==> src/pms_pkg.sv <==
// Package for the playback mode sequencer: mode, command and code types,
// status flag bit positions and the mode-to-code lookup.
// No dependencies.
package pms_pkg;

   typedef enum logic [3:0] {
      MODE_IDLE     = 4'd0,
      MODE_OPENING  = 4'd1,
      MODE_PREFILL  = 4'd2,
      MODE_PRIMING  = 4'd3,
      MODE_PLAYING  = 4'd4,
      MODE_PAUSED   = 4'd5,
      MODE_SEEKING  = 4'd6,
      MODE_DRAINING = 4'd7,
      MODE_ENDED    = 4'd8,
      MODE_ERROR    = 4'd9,
      MODE_CLOSING  = 4'd10
   } mode_type;

   localparam int unsigned NUM_MODES = 11;

   typedef enum logic [2:0] {
      CMD_OBSERVE        = 3'd0,
      CMD_OPEN           = 3'd1,
      CMD_SEEK           = 3'd2,
      CMD_FINISH_PRIMING = 3'd3,
      CMD_CLOSE          = 3'd4,
      CMD_FINISH_CLOSE   = 3'd5,
      CMD_FORCE          = 3'd6,
      CMD_RESET_IDLE     = 3'd7
   } cmd_type;

   typedef enum logic [2:0] {
      SES_STOPPED  = 3'd0,
      SES_OPENING  = 3'd1,
      SES_STARTED  = 3'd2,
      SES_STOPPING = 3'd3,
      SES_ENDED    = 3'd4,
      SES_ERROR    = 3'd5
   } session_type;

   typedef enum logic [1:0] {
      TR_STOPPED = 2'd0,
      TR_PLAYING = 2'd1,
      TR_PAUSED  = 2'd2,
      TR_SEEKING = 2'd3
   } transport_type;

   typedef enum logic [2:0] {
      BUF_EMPTY    = 3'd0,
      BUF_PREFILL  = 3'd1,
      BUF_PRIMING  = 3'd2,
      BUF_READY    = 3'd3,
      BUF_DRAINING = 3'd4
   } buffering_type;

   typedef enum logic [1:0] {
      SEQ_IDLE = 2'd0,
      SEQ_RUN  = 2'd1,
      SEQ_DONE = 2'd2
   } seq_type;

   // status flag bit positions
   localparam int unsigned F_INIT_DONE       = 0;
   localparam int unsigned F_INIT_OK         = 1;
   localparam int unsigned F_AUDIO_PAUSED    = 2;
   localparam int unsigned F_SEEK_FAILED     = 3;
   localparam int unsigned F_DECODE_ENDED    = 4;
   localparam int unsigned F_VQ_EMPTY        = 5;
   localparam int unsigned F_SYNC_READY      = 6;
   localparam int unsigned F_AUDIO_STARTED   = 7;
   localparam int unsigned F_AUDIO_DEC_ENDED = 8;
   localparam int unsigned F_AUDIO_FINISHED  = 9;
   localparam int unsigned F_DEMUX_ENDED     = 10;
   localparam int unsigned FLAG_BITS         = 11;

   localparam int unsigned SERIAL_PORT_BITS  = 32;
   localparam int unsigned DEFAULT_PREFILL   = 8;
   localparam int unsigned DEFAULT_RATE      = 48000;

   typedef struct packed {
      session_type   session;
      transport_type transport;
      buffering_type buffering;
   } mode_info_type;

   // Snapshot reduced to flags; compares are done when the transaction is taken.
   typedef struct packed {
      logic [FLAG_BITS-1:0] flags;
      logic                 seek_idle;
      logic                 pend_eq_cur;
      logic                 shown_eq_cur;
      logic                 video_deep;
      logic                 audio_deep;
   } obs_type;

   function automatic mode_info_type mode_info(input mode_type m);
      mode_info_type r;
      unique case (m)
         MODE_IDLE:     r = '{SES_STOPPED,  TR_STOPPED, BUF_EMPTY};
         MODE_OPENING:  r = '{SES_OPENING,  TR_STOPPED, BUF_EMPTY};
         MODE_PREFILL:  r = '{SES_STARTED,  TR_PLAYING, BUF_PREFILL};
         MODE_PRIMING:  r = '{SES_STARTED,  TR_PLAYING, BUF_PRIMING};
         MODE_PLAYING:  r = '{SES_STARTED,  TR_PLAYING, BUF_READY};
         MODE_PAUSED:   r = '{SES_STARTED,  TR_PAUSED,  BUF_READY};
         MODE_SEEKING:  r = '{SES_STARTED,  TR_SEEKING, BUF_PREFILL};
         MODE_DRAINING: r = '{SES_STARTED,  TR_PLAYING, BUF_DRAINING};
         MODE_ENDED:    r = '{SES_ENDED,    TR_STOPPED, BUF_EMPTY};
         MODE_ERROR:    r = '{SES_ERROR,    TR_STOPPED, BUF_EMPTY};
         MODE_CLOSING:  r = '{SES_STOPPING, TR_STOPPED, BUF_EMPTY};
         default:       r = '{SES_STOPPED,  TR_STOPPED, BUF_EMPTY};
      endcase
      return r;
   endfunction

endpackage

==> src/playback_mode_sequencer.sv <==
// Top level of the playback mode sequencer: transaction sequencer, mode register,
// command decode and registered result. Depends on pms_pkg and pms_rule_unit.
//
//   channel | ports  | direction | handshake
//   --------+--------+-----------+-------------------------------
//   request | req_*  | in        | req_valid / req_ready
//   result  | rsp_*  | out       | rsp_valid / rsp_ready
//   config  | csr_*  | in        | csr_write_enable, no wait
//
// A transaction is taken only while the sequencer is idle. A command is decoded
// in the run state; an observe runs rule steps through the shared rule unit
// there, 1 to MAX_RESOLVE_STEPS of them, until the mode settles. The done state
// then loads the result register; a result stalled by rsp_ready holds the
// sequencer in its done state. Reset (synchronous) sets the mode to idle and
// video_prefill_frames to 8.
module playback_mode_sequencer #(
   parameter int SERIAL_BITS       = 32,
   parameter int MAX_RESOLVE_STEPS = 8
) (
   input  logic        clock,
   input  logic        reset,

   input  logic        req_valid,
   output logic        req_ready,
   input  logic [2:0]  req_command,
   input  logic [3:0]  req_target_state,
   input  logic [10:0] req_status_flags,
   input  logic [31:0] req_seek_in_flight_serial,
   input  logic [31:0] req_pending_seek_serial,
   input  logic [31:0] req_current_serial,
   input  logic [31:0] req_last_presented_serial,
   input  logic [15:0] req_video_queue_depth,
   input  logic [23:0] req_audio_buffered_frames,
   input  logic [19:0] req_audio_sample_rate,

   output logic        rsp_valid,
   input  logic        rsp_ready,
   output logic [3:0]  rsp_previous_state,
   output logic [3:0]  rsp_current_state,
   output logic        rsp_state_changed,
   output logic        rsp_clear_seek_failure,
   output logic [2:0]  rsp_session_code,
   output logic [1:0]  rsp_transport_code,
   output logic [2:0]  rsp_buffering_code,
   output logic        rsp_hold_audio_output,
   output logic        rsp_pause_main_clock,
   output logic        rsp_may_present_video,
   output logic        rsp_ui_buffering,

   input  logic        csr_write_enable,
   input  logic [15:0] csr_write_data
);

   localparam int CMP_BITS  = (SERIAL_BITS < int'(pms_pkg::SERIAL_PORT_BITS)) ?
                              SERIAL_BITS : int'(pms_pkg::SERIAL_PORT_BITS);
   localparam int STEP_BITS = (MAX_RESOLVE_STEPS > 1) ? $clog2(MAX_RESOLVE_STEPS) : 1;

   pms_pkg::seq_type  seq_ff, seq_in;
   pms_pkg::mode_type mode_ff, mode_in;
   pms_pkg::mode_type work_ff, work_in;
   pms_pkg::mode_type rule_next;
   pms_pkg::mode_type cmd_next;
   logic [STEP_BITS-1:0] step_ff, step_in;
   logic [15:0]       prefill_ff, prefill_in;

   pms_pkg::cmd_type  cmd_ff;
   logic [3:0]        target_ff;
   pms_pkg::obs_type  obs_ff, obs_now;

   logic              take, run_step, load, slot_free, settled;
   logic [19:0]       rate_eff;
   logic [26:0]       audio_x3;
   pms_pkg::mode_info_type prev_info, work_info;
   logic              buffering_like;

   logic       rsp_valid_ff, rsp_valid_in;
   logic [3:0] prev_ff, cur_ff;
   logic       changed_ff, clear_ff;
   logic [2:0] ses_ff, buf_ff;
   logic [1:0] tr_ff;
   logic       hold_ff, pause_ff, present_ff, ui_ff;

   // snapshot reduction at accept
   assign rate_eff = (req_audio_sample_rate == '0) ?
                     20'(pms_pkg::DEFAULT_RATE) : req_audio_sample_rate;
   // frames >= rate/3  <=>  3*frames + 2 >= rate
   assign audio_x3 = {2'b00, req_audio_buffered_frames, 1'b0} +
                     {3'b000, req_audio_buffered_frames} + 27'd2;

   always_comb begin
      obs_now.flags        = req_status_flags;
      obs_now.seek_idle    = (req_seek_in_flight_serial[CMP_BITS-1:0] == '0);
      obs_now.pend_eq_cur  = (req_pending_seek_serial[CMP_BITS-1:0] ==
                              req_current_serial[CMP_BITS-1:0]);
      obs_now.shown_eq_cur = (req_last_presented_serial[CMP_BITS-1:0] ==
                              req_current_serial[CMP_BITS-1:0]);
      obs_now.video_deep   = (req_video_queue_depth >= prefill_ff);
      obs_now.audio_deep   = (audio_x3 >= {7'd0, rate_eff});
   end

   pms_rule_unit u_rule (
      .mode_i (work_ff),
      .obs_i  (obs_ff),
      .mode_o (rule_next)
   );

   assign prev_info = pms_pkg::mode_info(mode_ff);
   assign work_info = pms_pkg::mode_info(work_ff);

   always_comb begin
      cmd_next = mode_ff;
      unique case (cmd_ff)
         pms_pkg::CMD_OPEN:
            if (mode_ff == pms_pkg::MODE_IDLE) cmd_next = pms_pkg::MODE_OPENING;
         pms_pkg::CMD_SEEK:
            if (prev_info.session == pms_pkg::SES_STARTED) cmd_next = pms_pkg::MODE_SEEKING;
         pms_pkg::CMD_FINISH_PRIMING:
            if (mode_ff == pms_pkg::MODE_PRIMING) cmd_next = pms_pkg::MODE_PLAYING;
         pms_pkg::CMD_CLOSE:
            if (mode_ff != pms_pkg::MODE_IDLE) cmd_next = pms_pkg::MODE_CLOSING;
         pms_pkg::CMD_FINISH_CLOSE:
            if (mode_ff == pms_pkg::MODE_CLOSING) cmd_next = pms_pkg::MODE_IDLE;
         pms_pkg::CMD_FORCE:
            // unknown targets are ignored
            if (target_ff < 4'(pms_pkg::NUM_MODES)) cmd_next = pms_pkg::mode_type'(target_ff);
         pms_pkg::CMD_RESET_IDLE:
            cmd_next = pms_pkg::MODE_IDLE;
         default:
            cmd_next = mode_ff;
      endcase
   end

   assign settled   = (rule_next == work_ff) ||
                      (step_ff == STEP_BITS'(MAX_RESOLVE_STEPS - 1));
   assign slot_free = !rsp_valid_ff || rsp_ready;

   // sequencer next state
   always_comb begin
      seq_in = seq_ff;
      unique case (seq_ff)
         pms_pkg::SEQ_IDLE: if (req_valid) seq_in = pms_pkg::SEQ_RUN;
         pms_pkg::SEQ_RUN:
            if (cmd_ff != pms_pkg::CMD_OBSERVE || settled) seq_in = pms_pkg::SEQ_DONE;
         pms_pkg::SEQ_DONE: if (slot_free) seq_in = pms_pkg::SEQ_IDLE;
         default: seq_in = pms_pkg::SEQ_IDLE;
      endcase
   end

   // sequencer outputs
   always_comb begin
      req_ready = 1'b0;
      run_step  = 1'b0;
      load      = 1'b0;
      unique case (seq_ff)
         pms_pkg::SEQ_IDLE: req_ready = 1'b1;
         pms_pkg::SEQ_RUN:  run_step  = 1'b1;
         pms_pkg::SEQ_DONE: load      = slot_free;
         default: ;
      endcase
   end

   assign take = req_valid && req_ready;

   always_comb begin
      work_in = work_ff;
      step_in = step_ff;
      if (take) begin
         work_in = mode_ff;
         step_in = '0;
      end else if (run_step) begin
         work_in = (cmd_ff == pms_pkg::CMD_OBSERVE) ? rule_next : cmd_next;
         step_in = step_ff + STEP_BITS'(1);
      end
   end

   assign mode_in    = load ? work_ff : mode_ff;
   assign prefill_in = csr_write_enable ? csr_write_data : prefill_ff;

   always_comb begin
      rsp_valid_in = rsp_valid_ff;
      if (load)
         rsp_valid_in = 1'b1;
      else if (rsp_ready)
         rsp_valid_in = 1'b0;
   end

   assign buffering_like = (work_info.session == pms_pkg::SES_OPENING) ||
                           (work_info.buffering == pms_pkg::BUF_PREFILL) ||
                           (work_info.buffering == pms_pkg::BUF_PRIMING) ||
                           (work_info.transport == pms_pkg::TR_SEEKING);

   always_ff @(posedge clock) begin
      if (reset) begin
         seq_ff       <= pms_pkg::SEQ_IDLE;
         mode_ff      <= pms_pkg::MODE_IDLE;
         prefill_ff   <= 16'(pms_pkg::DEFAULT_PREFILL);
         rsp_valid_ff <= 1'b0;
      end else begin
         seq_ff       <= seq_in;
         mode_ff      <= mode_in;
         prefill_ff   <= prefill_in;
         rsp_valid_ff <= rsp_valid_in;
      end
   end

   always_ff @(posedge clock) begin
      work_ff <= work_in;
      step_ff <= step_in;
      if (take) begin
         cmd_ff    <= pms_pkg::cmd_type'(req_command);
         target_ff <= req_target_state;
         obs_ff    <= obs_now;
      end
      if (load) begin
         prev_ff    <= mode_ff;
         cur_ff     <= work_ff;
         changed_ff <= (mode_ff != work_ff);
         clear_ff   <= (cmd_ff == pms_pkg::CMD_OBSERVE) &&
                       (mode_ff == pms_pkg::MODE_SEEKING) &&
                       (work_ff != pms_pkg::MODE_SEEKING) && obs_ff.seek_idle;
         ses_ff     <= work_info.session;
         tr_ff      <= work_info.transport;
         buf_ff     <= work_info.buffering;
         hold_ff    <= buffering_like;
         pause_ff   <= (work_info.session != pms_pkg::SES_STARTED) ||
                       (work_info.buffering == pms_pkg::BUF_PREFILL) ||
                       (work_info.transport == pms_pkg::TR_PAUSED);
         present_ff <= (work_info.transport == pms_pkg::TR_SEEKING) ||
                       ((work_info.transport == pms_pkg::TR_PLAYING) &&
                        (work_info.buffering != pms_pkg::BUF_EMPTY) &&
                        (work_info.buffering != pms_pkg::BUF_PREFILL));
         ui_ff      <= buffering_like;
      end
   end

   assign rsp_valid              = rsp_valid_ff;
   assign rsp_previous_state     = prev_ff;
   assign rsp_current_state      = cur_ff;
   assign rsp_state_changed      = changed_ff;
   assign rsp_clear_seek_failure = clear_ff;
   assign rsp_session_code       = ses_ff;
   assign rsp_transport_code     = tr_ff;
   assign rsp_buffering_code     = buf_ff;
   assign rsp_hold_audio_output  = hold_ff;
   assign rsp_pause_main_clock   = pause_ff;
   assign rsp_may_present_video  = present_ff;
   assign rsp_ui_buffering       = ui_ff;

   // while a result is pending, the held mode matches it
   a_mode_matches_rsp: assert property (@(posedge clock) disable iff (reset)
      rsp_valid_ff |-> (mode_ff == pms_pkg::mode_type'(cur_ff)))
      else $error("mode register differs from pending result");

   a_busy_not_ready: assert property (@(posedge clock) disable iff (reset)
      (seq_ff != pms_pkg::SEQ_IDLE) |-> !req_ready)
      else $error("request taken while sequencer busy");

   a_changed_flag: assert property (@(posedge clock) disable iff (reset)
      rsp_valid_ff |-> (changed_ff == (prev_ff != cur_ff)))
      else $error("state_changed inconsistent with states");

   a_clear_from_seek: assert property (@(posedge clock) disable iff (reset)
      (rsp_valid_ff && clear_ff) |->
         (prev_ff == 4'(pms_pkg::MODE_SEEKING) && cur_ff != 4'(pms_pkg::MODE_SEEKING)))
      else $error("clear_seek_failure without leaving seeking");

endmodule

==> src/pms_rule_unit.sv <==
// One transition rule step of the playback mode for an observed snapshot.
// Depends on pms_pkg (mode_type, obs_type, flag positions, mode_info).
module pms_rule_unit (
   input  pms_pkg::mode_type mode_i,
   input  pms_pkg::obs_type  obs_i,
   output pms_pkg::mode_type mode_o
);

   logic paused, dec_end, vq_empty, a_fin, a_active, active, prefill_ok;
   pms_pkg::mode_info_type info;

   assign info     = pms_pkg::mode_info(mode_i);
   assign active   = (info.session == pms_pkg::SES_STARTED) &&
                     (info.transport == pms_pkg::TR_PLAYING);
   assign paused   = obs_i.flags[pms_pkg::F_AUDIO_PAUSED];
   assign dec_end  = obs_i.flags[pms_pkg::F_DECODE_ENDED];
   assign vq_empty = obs_i.flags[pms_pkg::F_VQ_EMPTY];
   assign a_fin    = obs_i.flags[pms_pkg::F_AUDIO_FINISHED];
   assign a_active = obs_i.flags[pms_pkg::F_AUDIO_STARTED] && !a_fin;

   assign prefill_ok = (obs_i.video_deep || dec_end) &&
                       (!obs_i.flags[pms_pkg::F_AUDIO_STARTED] ||
                        obs_i.flags[pms_pkg::F_AUDIO_DEC_ENDED] ||
                        (obs_i.audio_deep && obs_i.flags[pms_pkg::F_SYNC_READY]));

   always_comb begin
      mode_o = mode_i;
      if (mode_i == pms_pkg::MODE_OPENING && obs_i.flags[pms_pkg::F_INIT_DONE]) begin
         if (!obs_i.flags[pms_pkg::F_INIT_OK])
            mode_o = pms_pkg::MODE_ERROR;
         else
            mode_o = paused ? pms_pkg::MODE_PAUSED : pms_pkg::MODE_PREFILL;
      end else if (mode_i == pms_pkg::MODE_SEEKING && obs_i.seek_idle) begin
         // a paused, unfailed seek on the current stream stays put until video runs dry
         if (!obs_i.flags[pms_pkg::F_SEEK_FAILED] && paused && obs_i.pend_eq_cur &&
             !(dec_end && vq_empty))
            mode_o = pms_pkg::MODE_SEEKING;
         else
            mode_o = paused ? pms_pkg::MODE_PAUSED : pms_pkg::MODE_PREFILL;
      end else if (active && paused) begin
         mode_o = pms_pkg::MODE_PAUSED;
      end else if (mode_i == pms_pkg::MODE_PAUSED && !paused) begin
         mode_o = obs_i.shown_eq_cur ? pms_pkg::MODE_PLAYING : pms_pkg::MODE_PREFILL;
      end else if (mode_i == pms_pkg::MODE_PREFILL && !paused && prefill_ok) begin
         mode_o = pms_pkg::MODE_PRIMING;
      end else if (active) begin
         if (dec_end && vq_empty && (!a_active || a_fin))
            mode_o = pms_pkg::MODE_ENDED;
         else if (obs_i.flags[pms_pkg::F_DEMUX_ENDED] &&
                  mode_i == pms_pkg::MODE_PLAYING && vq_empty)
            mode_o = pms_pkg::MODE_DRAINING;
      end
   end

endmodule

==> config.mk <==
export PLATFORM = sky130hd
export DESIGN_NAME = playback_mode_sequencer
export DESIGN_NICKNAME = d
export VERILOG_FILES = /design/src/pms_pkg.sv /design/src/playback_mode_sequencer.sv /design/src/pms_rule_unit.sv
export SDC_FILE = /design/constraint.sdc
export NUM_CORES = 1
export LEC_CHECK = 0
export ABC_AREA = 1
export BUFFER_PORTS_ARGS = -buffer_cell sky130_fd_sc_hd__buf_2
export CORE_ASPECT_RATIO = 1.5
export CORE_MARGIN = 1.5
export CORE_UTILIZATION = 47
export CTS_CLUSTER_DIAMETER = 60
export DETAILED_ROUTE_END_ITERATION = 7
export PLACE_DENSITY = 0.9
export REMOVE_ABC_BUFFERS = 1
export SYNTH_ARGS = -nofsm -noshare
export SYNTH_HDL_FRONTEND = slang
export SYNTH_HIERARCHICAL = 1
export SYNTH_SLANG_ARGS = --single-unit
==> constraint.sdc <==
create_clock -name clock -period 3.9 [get_ports clock]
set_input_delay 1.17 -clock clock [delete_from_list [all_inputs] [get_ports clock]]
set_output_delay 1.17 -clock clock [all_outputs]
set_load 0.02 [all_outputs]
==> run metrics, run 1 <==
Final min period 3790 ps; Slew headroom 40.2%; M2 GR Usage 51.0%; H-tree depth 3; Nets 1623; sequential area share after synthesis 29.2%; crit path from req_audio_buffered_frames[2]; vias post-DR 7850; gr usage total 26.0%; maxcap violations 0; Setup Skew 8.51 ps; Reg2Reg Capture Point work_info[5]$_DFF_P_; crit path cell chain buf_2 -> ha_1 -> ha_2 -> inv_1 -> fa_2 -> inv_2 -> nand3_2 -> nand3_2 -> buf_4 -> nand2_1 -> nand2_2 -> a31oi_1 -> xnor2_1 -> ha_1 -> a21oi_2 -> o21ai_0 -> a21oi_1 -> nand2_1 -> nand2_1 -> nand3_1; Placed Cells 1492; number of synthesized flops with an enable pin 48; outcome completed; met3 Use GR 5.05%; sequential standard cell area 0.00218 mm²; most used routing layer met2; GRT overflow 0; row cnt 56; dpl cell area 0.00927 mm²; Cells after Synth 1004; CTS tree yes; CP endpoint obs_ff[0]$_DFFE_PP_; die width 106 µm; r2r worst-path depth 21; area grow syn2layout 29.2%; DP HPWL 18100 µm; crit end category flip-flop; global-route wire length before repair 33900 µm; Crit path depth 20; First-pass DRT Iterations 5; setup slack, reg-to-reg 940 ps; routability cong. 0.990; Max Root-Sink Buffers 2; Post-route DRC 0; Pleak 4.92 nW; Clock Sinks 85; Mapped Area 0.00748 mm²; Top delay family on crit path adder cells; I/O Buffers 250; fmax 264 MHz; core footprint 0.0156 mm²; critical path arrival 3880 ps; vias in the first global route 7760; Yosys top cell by area edfxtp_1; Max VDD drop 0.261 mV; Synth top area share 19.3%; Non-Filler Instances 1512; post-route cell area 0.00967 mm²; Die ar. 0.0167 mm²; synth warn 6; M1 GR Usage 23.6%; final hold vios 0; Largest stage delay, worst path 370 ps; syn avg cell area 7.45 µm²; CTS Hold Bufs 0; 1st-iter DRT viols 381; Critical Path RT 3990 ps; total CTS buffers 9; Fillers 1343; vias per cell 5.19; Final Max Slew Viols 0; Least-Margin Pin Slew 888 ps; Final ANT Viol Nets 0; slowest CP cell fa_2; crit path buf inv count 4; Initial Util 47.9%; WL per Instance 14.3 µm; multi-input logic area 0.00476 mm²; clock latency on the worst-skew pair 340 ps; clk root buf clkbuf_16; fraction of registers with async set/reset 0%; IO Pins 251; Synth cell types 45; Total Wirelength 21600 µm; dominant cells by area after synthesis edfxtp_1 19%, ha_1 16%, nand2_1 11%; CTS clock-pin slew for the worst setup and hold paths 70 ps; Synth Flop Type edfxtp_1; worst min path class flip-flop to flip-flop; layout cells sized above 1 29.4%; Final period util 97.2%; largest net degree at the start of global routing 30; Crit Path Category input pin to flip-flop; crit-path max FO 3; critical path's most frequent cell nand2_1; initial antenna violation count 3; Startpoint Class input pin; Die Y 158 µm; # setup viols final 0; PwrDens 327 mW/mm²; Seq cells post-synth 85; FF-to-FF Start work_ff[1]$_DFFE_PN_
[routing by layer]
metal,part of all wire (%),vias to the layer above,routed length (µm)
met5,0.056,-,12
met3,5.7,91,1240
li1,-,3926,-
met1,33,3507,7220
met4,5.7,2,1230
met2,55,324,11900
[per-stage QoR]
| step | util, % | hold slack, ps | power (mW) | setup slack, ps | setup TNS [ps] |
|---|---|---|---|---|---|
| after floorplan | - | 408 | 1.82 | 5.03 | 0 |
| after global placement | 59.3 | 413 | 2.24 | -209 | -209 |
| after detailed placement | 59.3 | 418 | 2.28 | -321 | -321 |
| after CTS | 61.3 | 434 | 3.14 | 43.3 | 0 |
| after global routing | 61.8 | 446 | 3.37 | -11.6 | -11.6 |
| final | 61.9 | 440 | 3.16 | 109 | 0 |
[power breakdown]
group	internal [mW]	switching (mW)
clock	0.492	0.356
combinational	0.533	0.694
sequential	1.03	0.0523
[cells in the mapped netlist (11+ instances only)]
cell and number:
o21ai_0 42, xor2_1 11, nand2_2 12, ha_1 93, edfxtp_1 48, dfxtp_1 37, nand3_1 59, nor4_1 15
nor3_1 13, xnor2_1 69, inv_1 130, inv_2 14, a21oi_1 63, nor2_1 90, nand4_1 24, nand2_1 215
[state kept, by name (all words and copies together) (netlist names)]
register                flops
prefill_ff                 16
rsp_clear_seek_failure      1
rsp_may_present_video       1
mode_ff                     4
rsp_pause_main_clock        1
prev_info                   3
rsp_ui_buffering            1
work_ff                     4
rsp_state_changed           1
rsp_session_code            3
rsp_current_state           4
target_ff                   4
rsp_previous_state          4
seq_ff                      2
work_info                   8
obs_ff                     16
rsp_buffering_code          3
cmd_ff                      3
rsp_transport_code          2
rsp_valid                   1
step_ff                     3
[cell usage in the layout (no fill, tap or decap), types with 3 or more instances in the layout]
cell type	n
nand3_1	55
or2_2	5
nor3_2	3
inv_1	128
nand3b_1	3
nor4_1	15
nand4_1	24
dfxtp_1	37
nand2_1	214
inv_2	16
xor2_1	9
o21ai_0	42
nand3_2	9
clkbuf_16	10
a21oi_1	61
buf_4	48
nor2_2	7
nor3_1	11
o21bai_1	4
nor3b_1	3
buf_2	250
edfxtp_1	48
ha_1	91
o2111ai_1	3
nor2_1	90
xnor2_1	69
o211ai_1	3
nand2_2	13
nand2_4	4
a31oi_1	3
a21oi_2	3
inv_6	3
[kinds of logic after synthesis]
group	count (synthesis)	share of synthesized area, %
simple gates	464	28.5
fa+ha+maj	94	15.8
buf+inv	157	8.29
compound gates	124	8.90
xor+xnor	80	9.36
flops	85	29.2
[worst min path at each step]
| stage | depth (start not counted) | slack, ps | start | end |
|---|---|---|---|---|
| finish | 0 | 440 | work_info[2]$_SDFF_PP0_ | rsp_buffering_code[2]$_DFFE_PP_ |
| global route | 0 | 450 | work_info[2]$_SDFF_PP0_ | rsp_buffering_code[2]$_DFFE_PP_ |
| CTS | 0 | 430 | work_info[2]$_SDFF_PP0_ | rsp_buffering_code[2]$_DFFE_PP_ |
| detailed placement | 0 | 420 | work_info[2]$_SDFF_PP0_ | rsp_buffering_code[2]$_DFFE_PP_ |
| global placement | 0 | 410 | work_info[1]$_SDFF_PP0_ | rsp_buffering_code[1]$_DFFE_PP_ |
| floorplan | 0 | 410 | work_info[1]$_SDFF_PP0_ | rsp_buffering_code[1]$_DFFE_PP_ |
[area by class of cell]
cell class,count,share of cell area [%]
clock inverters,5,0.401
diodes,2,0.0518
flip-flops and latches,85,22.6
inverters,146,5.75
multi-input cells,762,49.2
well taps,203,2.63
clock buffers,11,2.73
repair buffers,298,16.7
[worst register-to-register path: cells and delay by family (launching register included)]
family                   cells  cell delay (ps)
adder cells (fa/ha/maj)      2              650
AO/OA/AOI/OAI                1              160
flip-flops                   1              520
buffers and inverters        3              340
AND/OR/NAND/NOR             15             1200
[repair_timing]
item / 4_1_cts / 5_1_grt
endpoints found under the setup margin: 0 / 1
buffers inserted: 0 / 2
gates resized for setup: 0 / 17
Note: power is estimated with default switching activity, not from simulation.
==> run 2: changes to the inputs <==
==> constraint.sdc (replaced) <==
create_clock -name clock -period 3.9 [get_ports clock]
set_input_delay 0.585 -clock clock [delete_from_list [all_inputs] [get_ports clock]]
set_output_delay 0.585 -clock clock [all_outputs]
set_load 0.02 [all_outputs]
==> run 2 against run 1 <==
  * Die area unchanged
  * Sequential power hardly changed
  * Core utilization shrank 2.9 points
  * Total power decreased by 5.5%
  * Clock skew is 2.8 ps lower
  * Global-route usage fell by 1.3 points
  * Critical path type unchanged
  * Critical endpoint unchanged
  * Largest cell class unchanged
==> run metrics, run 2 (synthesis results as in run 1) <==
crit path cell chain buf_2 -> ha_1 -> ha_1 -> inv_1 -> fa_1 -> inv_1 -> nand3_1 -> nand3_1 -> a21oi_1 -> o21ai_1 -> nand3_1 -> nand3_1 -> xor2_1 -> ha_1 -> nand2_1 -> inv_1 -> nand3_1 -> nor3_1 -> nor2_1 -> nand3_1 -> nor2_1 -> nand3_1; Reg2Reg Capture Point work_info[5]$_DFF_P_; IO Pins 251; vias post-DR 7573; unrepaired setup endpoints after global routing false; setup slack, reg-to-reg 920 ps; Largest stage delay, worst path 390 ps; r2r worst-path depth 22; Least-Margin Pin Slew 917 ps; critical path's most frequent cell nand3_1; H-tree depth 3; largest net degree at the start of global routing 30; Die Y 158 µm; row cnt 56; Clock Power Share 27.0%; Setup Total Neg Slack 0 ps; Max VDD drop 0.323 mV; Total Wirelength 20400 µm; Top delay family on crit path adder cells; worst min path class input pin to flip-flop; initial antenna violation count 3; core footprint 0.0156 mm²; Final period util 85.9%; Non-Filler Instances 1465; First-pass DRT Iterations 5; Nets 1576; DP HPWL 17400 µm; GRT overflow 0; Die ar. 0.0167 mm²; sequential power share 36.3%; routability cong. 0.929; crit end category flip-flop; maxcap violations 0; Final Max Slew Viols 0; area grow syn2layout 23.1%; Setup Skew 5.70 ps; fmax 298 MHz; CTS Hold Bufs 0; WL per Instance 13.9 µm; clock latency on the worst-skew pair 340 ps; Sw Share 35.7%; final hold slack 416 ps; Post-CTS Setup Inserts 0; slowest CP cell fa_1; Placed Cells 1447; Critical Path RT 3990 ps; hold path cells 1; dpl cell area 0.00893 mm²; CTS clock-pin slew for the worst setup and hold paths 70 ps; CTS resizes 0; final hold vios 0; vias in the first global route 7406; I/O Buffers 250; Hold Crit Endpoint obs_ff[12]$_DFFE_PP_; post-route cell area 0.00921 mm²; commonest non-fill, non-tap cell in the layout buf_2; 1st-iter DRT viols 284; most frequent cells in the layout 250 x buf_2, 215 x nand2_1, 130 x inv_1, 93 x ha_1, 90 x nor2_1; Max Root-Sink Buffers 2; layout cells sized above 1 25.5%; # setup viols final 0; critical path arrival 3440 ps; Post-route DRC 0; die width 106 µm; vias per cell 5.17; Crit Path Category input pin to flip-flop; Final min period 3350 ps; CTS tree yes; PwrDens 324 mW/mm²; total CTS buffers 9; Startpoint Class input pin; FF-to-FF Start work_ff[1]$_DFFE_PN_; Clock Sinks 85; crit-path max FO 4; crit path buf inv count 4; logic gate share of total power 36.7%; Final ANT Viol Nets 0; Worst Min Path Start req_status_flags[7]; Switch Pwr 1.07 mW; global-route wire length before repair 32500 µm; gr usage total 24.6%; Initial Util 47.9%; P_int 1.92 mW; outcome completed; Pleak 4.67 nW; clk root buf clkbuf_16; Slew headroom 38.3%
run 2: cell count changes in the layout (fill, tap and decap cells not counted), sizes merged:
cell | before | now
clkinv | 3 | 1
inv | 148 | 152
clkbuf | 11 | 9
buf | 298 | 251
run 2: worst max path at each step:
stage / to / cells after the start / slack [ps] / from
2_1_floorplan: obs_ff[0]$_DFFE_PP_ / 21 / 590 / req_audio_buffered_frames[1]
3_3_place_gp: obs_ff[0]$_DFFE_PP_ / 22 / 300 / req_audio_buffered_frames[2]
3_5_place_dp: obs_ff[0]$_DFFE_PP_ / 22 / 230 / req_audio_buffered_frames[2]
4_1_cts: obs_ff[0]$_DFFE_PP_ / 22 / 580 / req_audio_buffered_frames[2]
5_1_grt: obs_ff[0]$_DFFE_PP_ / 22 / 270 / req_audio_buffered_frames[1]
6_report: obs_ff[0]$_DFFE_PP_ / 22 / 550 / req_audio_buffered_frames[2]
run 2: power groups by stage:
| stage | Combinational [mW] | Clock, mW | Sequential [mW] |
|---|---|---|---|
| after floorplan | 0.724 | 0 | 1.10 |
| after global placement | 1.05 | 0 | 1.10 |
| after detailed placement | 1.08 | 0 | 1.10 |
| after CTS | 1.10 | 0.827 | 1.08 |
| after global routing | 1.24 | 0.868 | 1.09 |
| final | 1.10 | 0.807 | 1.08 |
run 2: per-stage QoR:
step                      utilization [%]  setup slack [ps]  power, mW
after floorplan                         -               590       1.82
after global placement               57.2               297       2.15
after detailed placement             57.2               230       2.19
after CTS                            58.9               582       3.01
after global routing                 58.9               265       3.20
final                                59.0               548       2.99
run 2: area by class of cell:
cell class / instances / area, µm²
antenna: 2 / 5.00
tap: 203 / 254
sequential: 85 / 2180
multi-input combinational: 762 / 4680
clock inverter: 7 / 52.6
clock buffer: 9 / 225
inverter: 146 / 556
fill: 1392 / 6410
timing repair buffer: 251 / 1260
run 2: per-layer routing:
layer | part of all wire, % | routed length, µm | global-route usage [%]
met3 | 5.2 | 1050 | 4.10
met1 | 34 | 6970 | 22.8
met5 | 0.064 | 13 | 0
met2 | 56 | 11400 | 49.5
met4 | 4.9 | 995 | 14.2
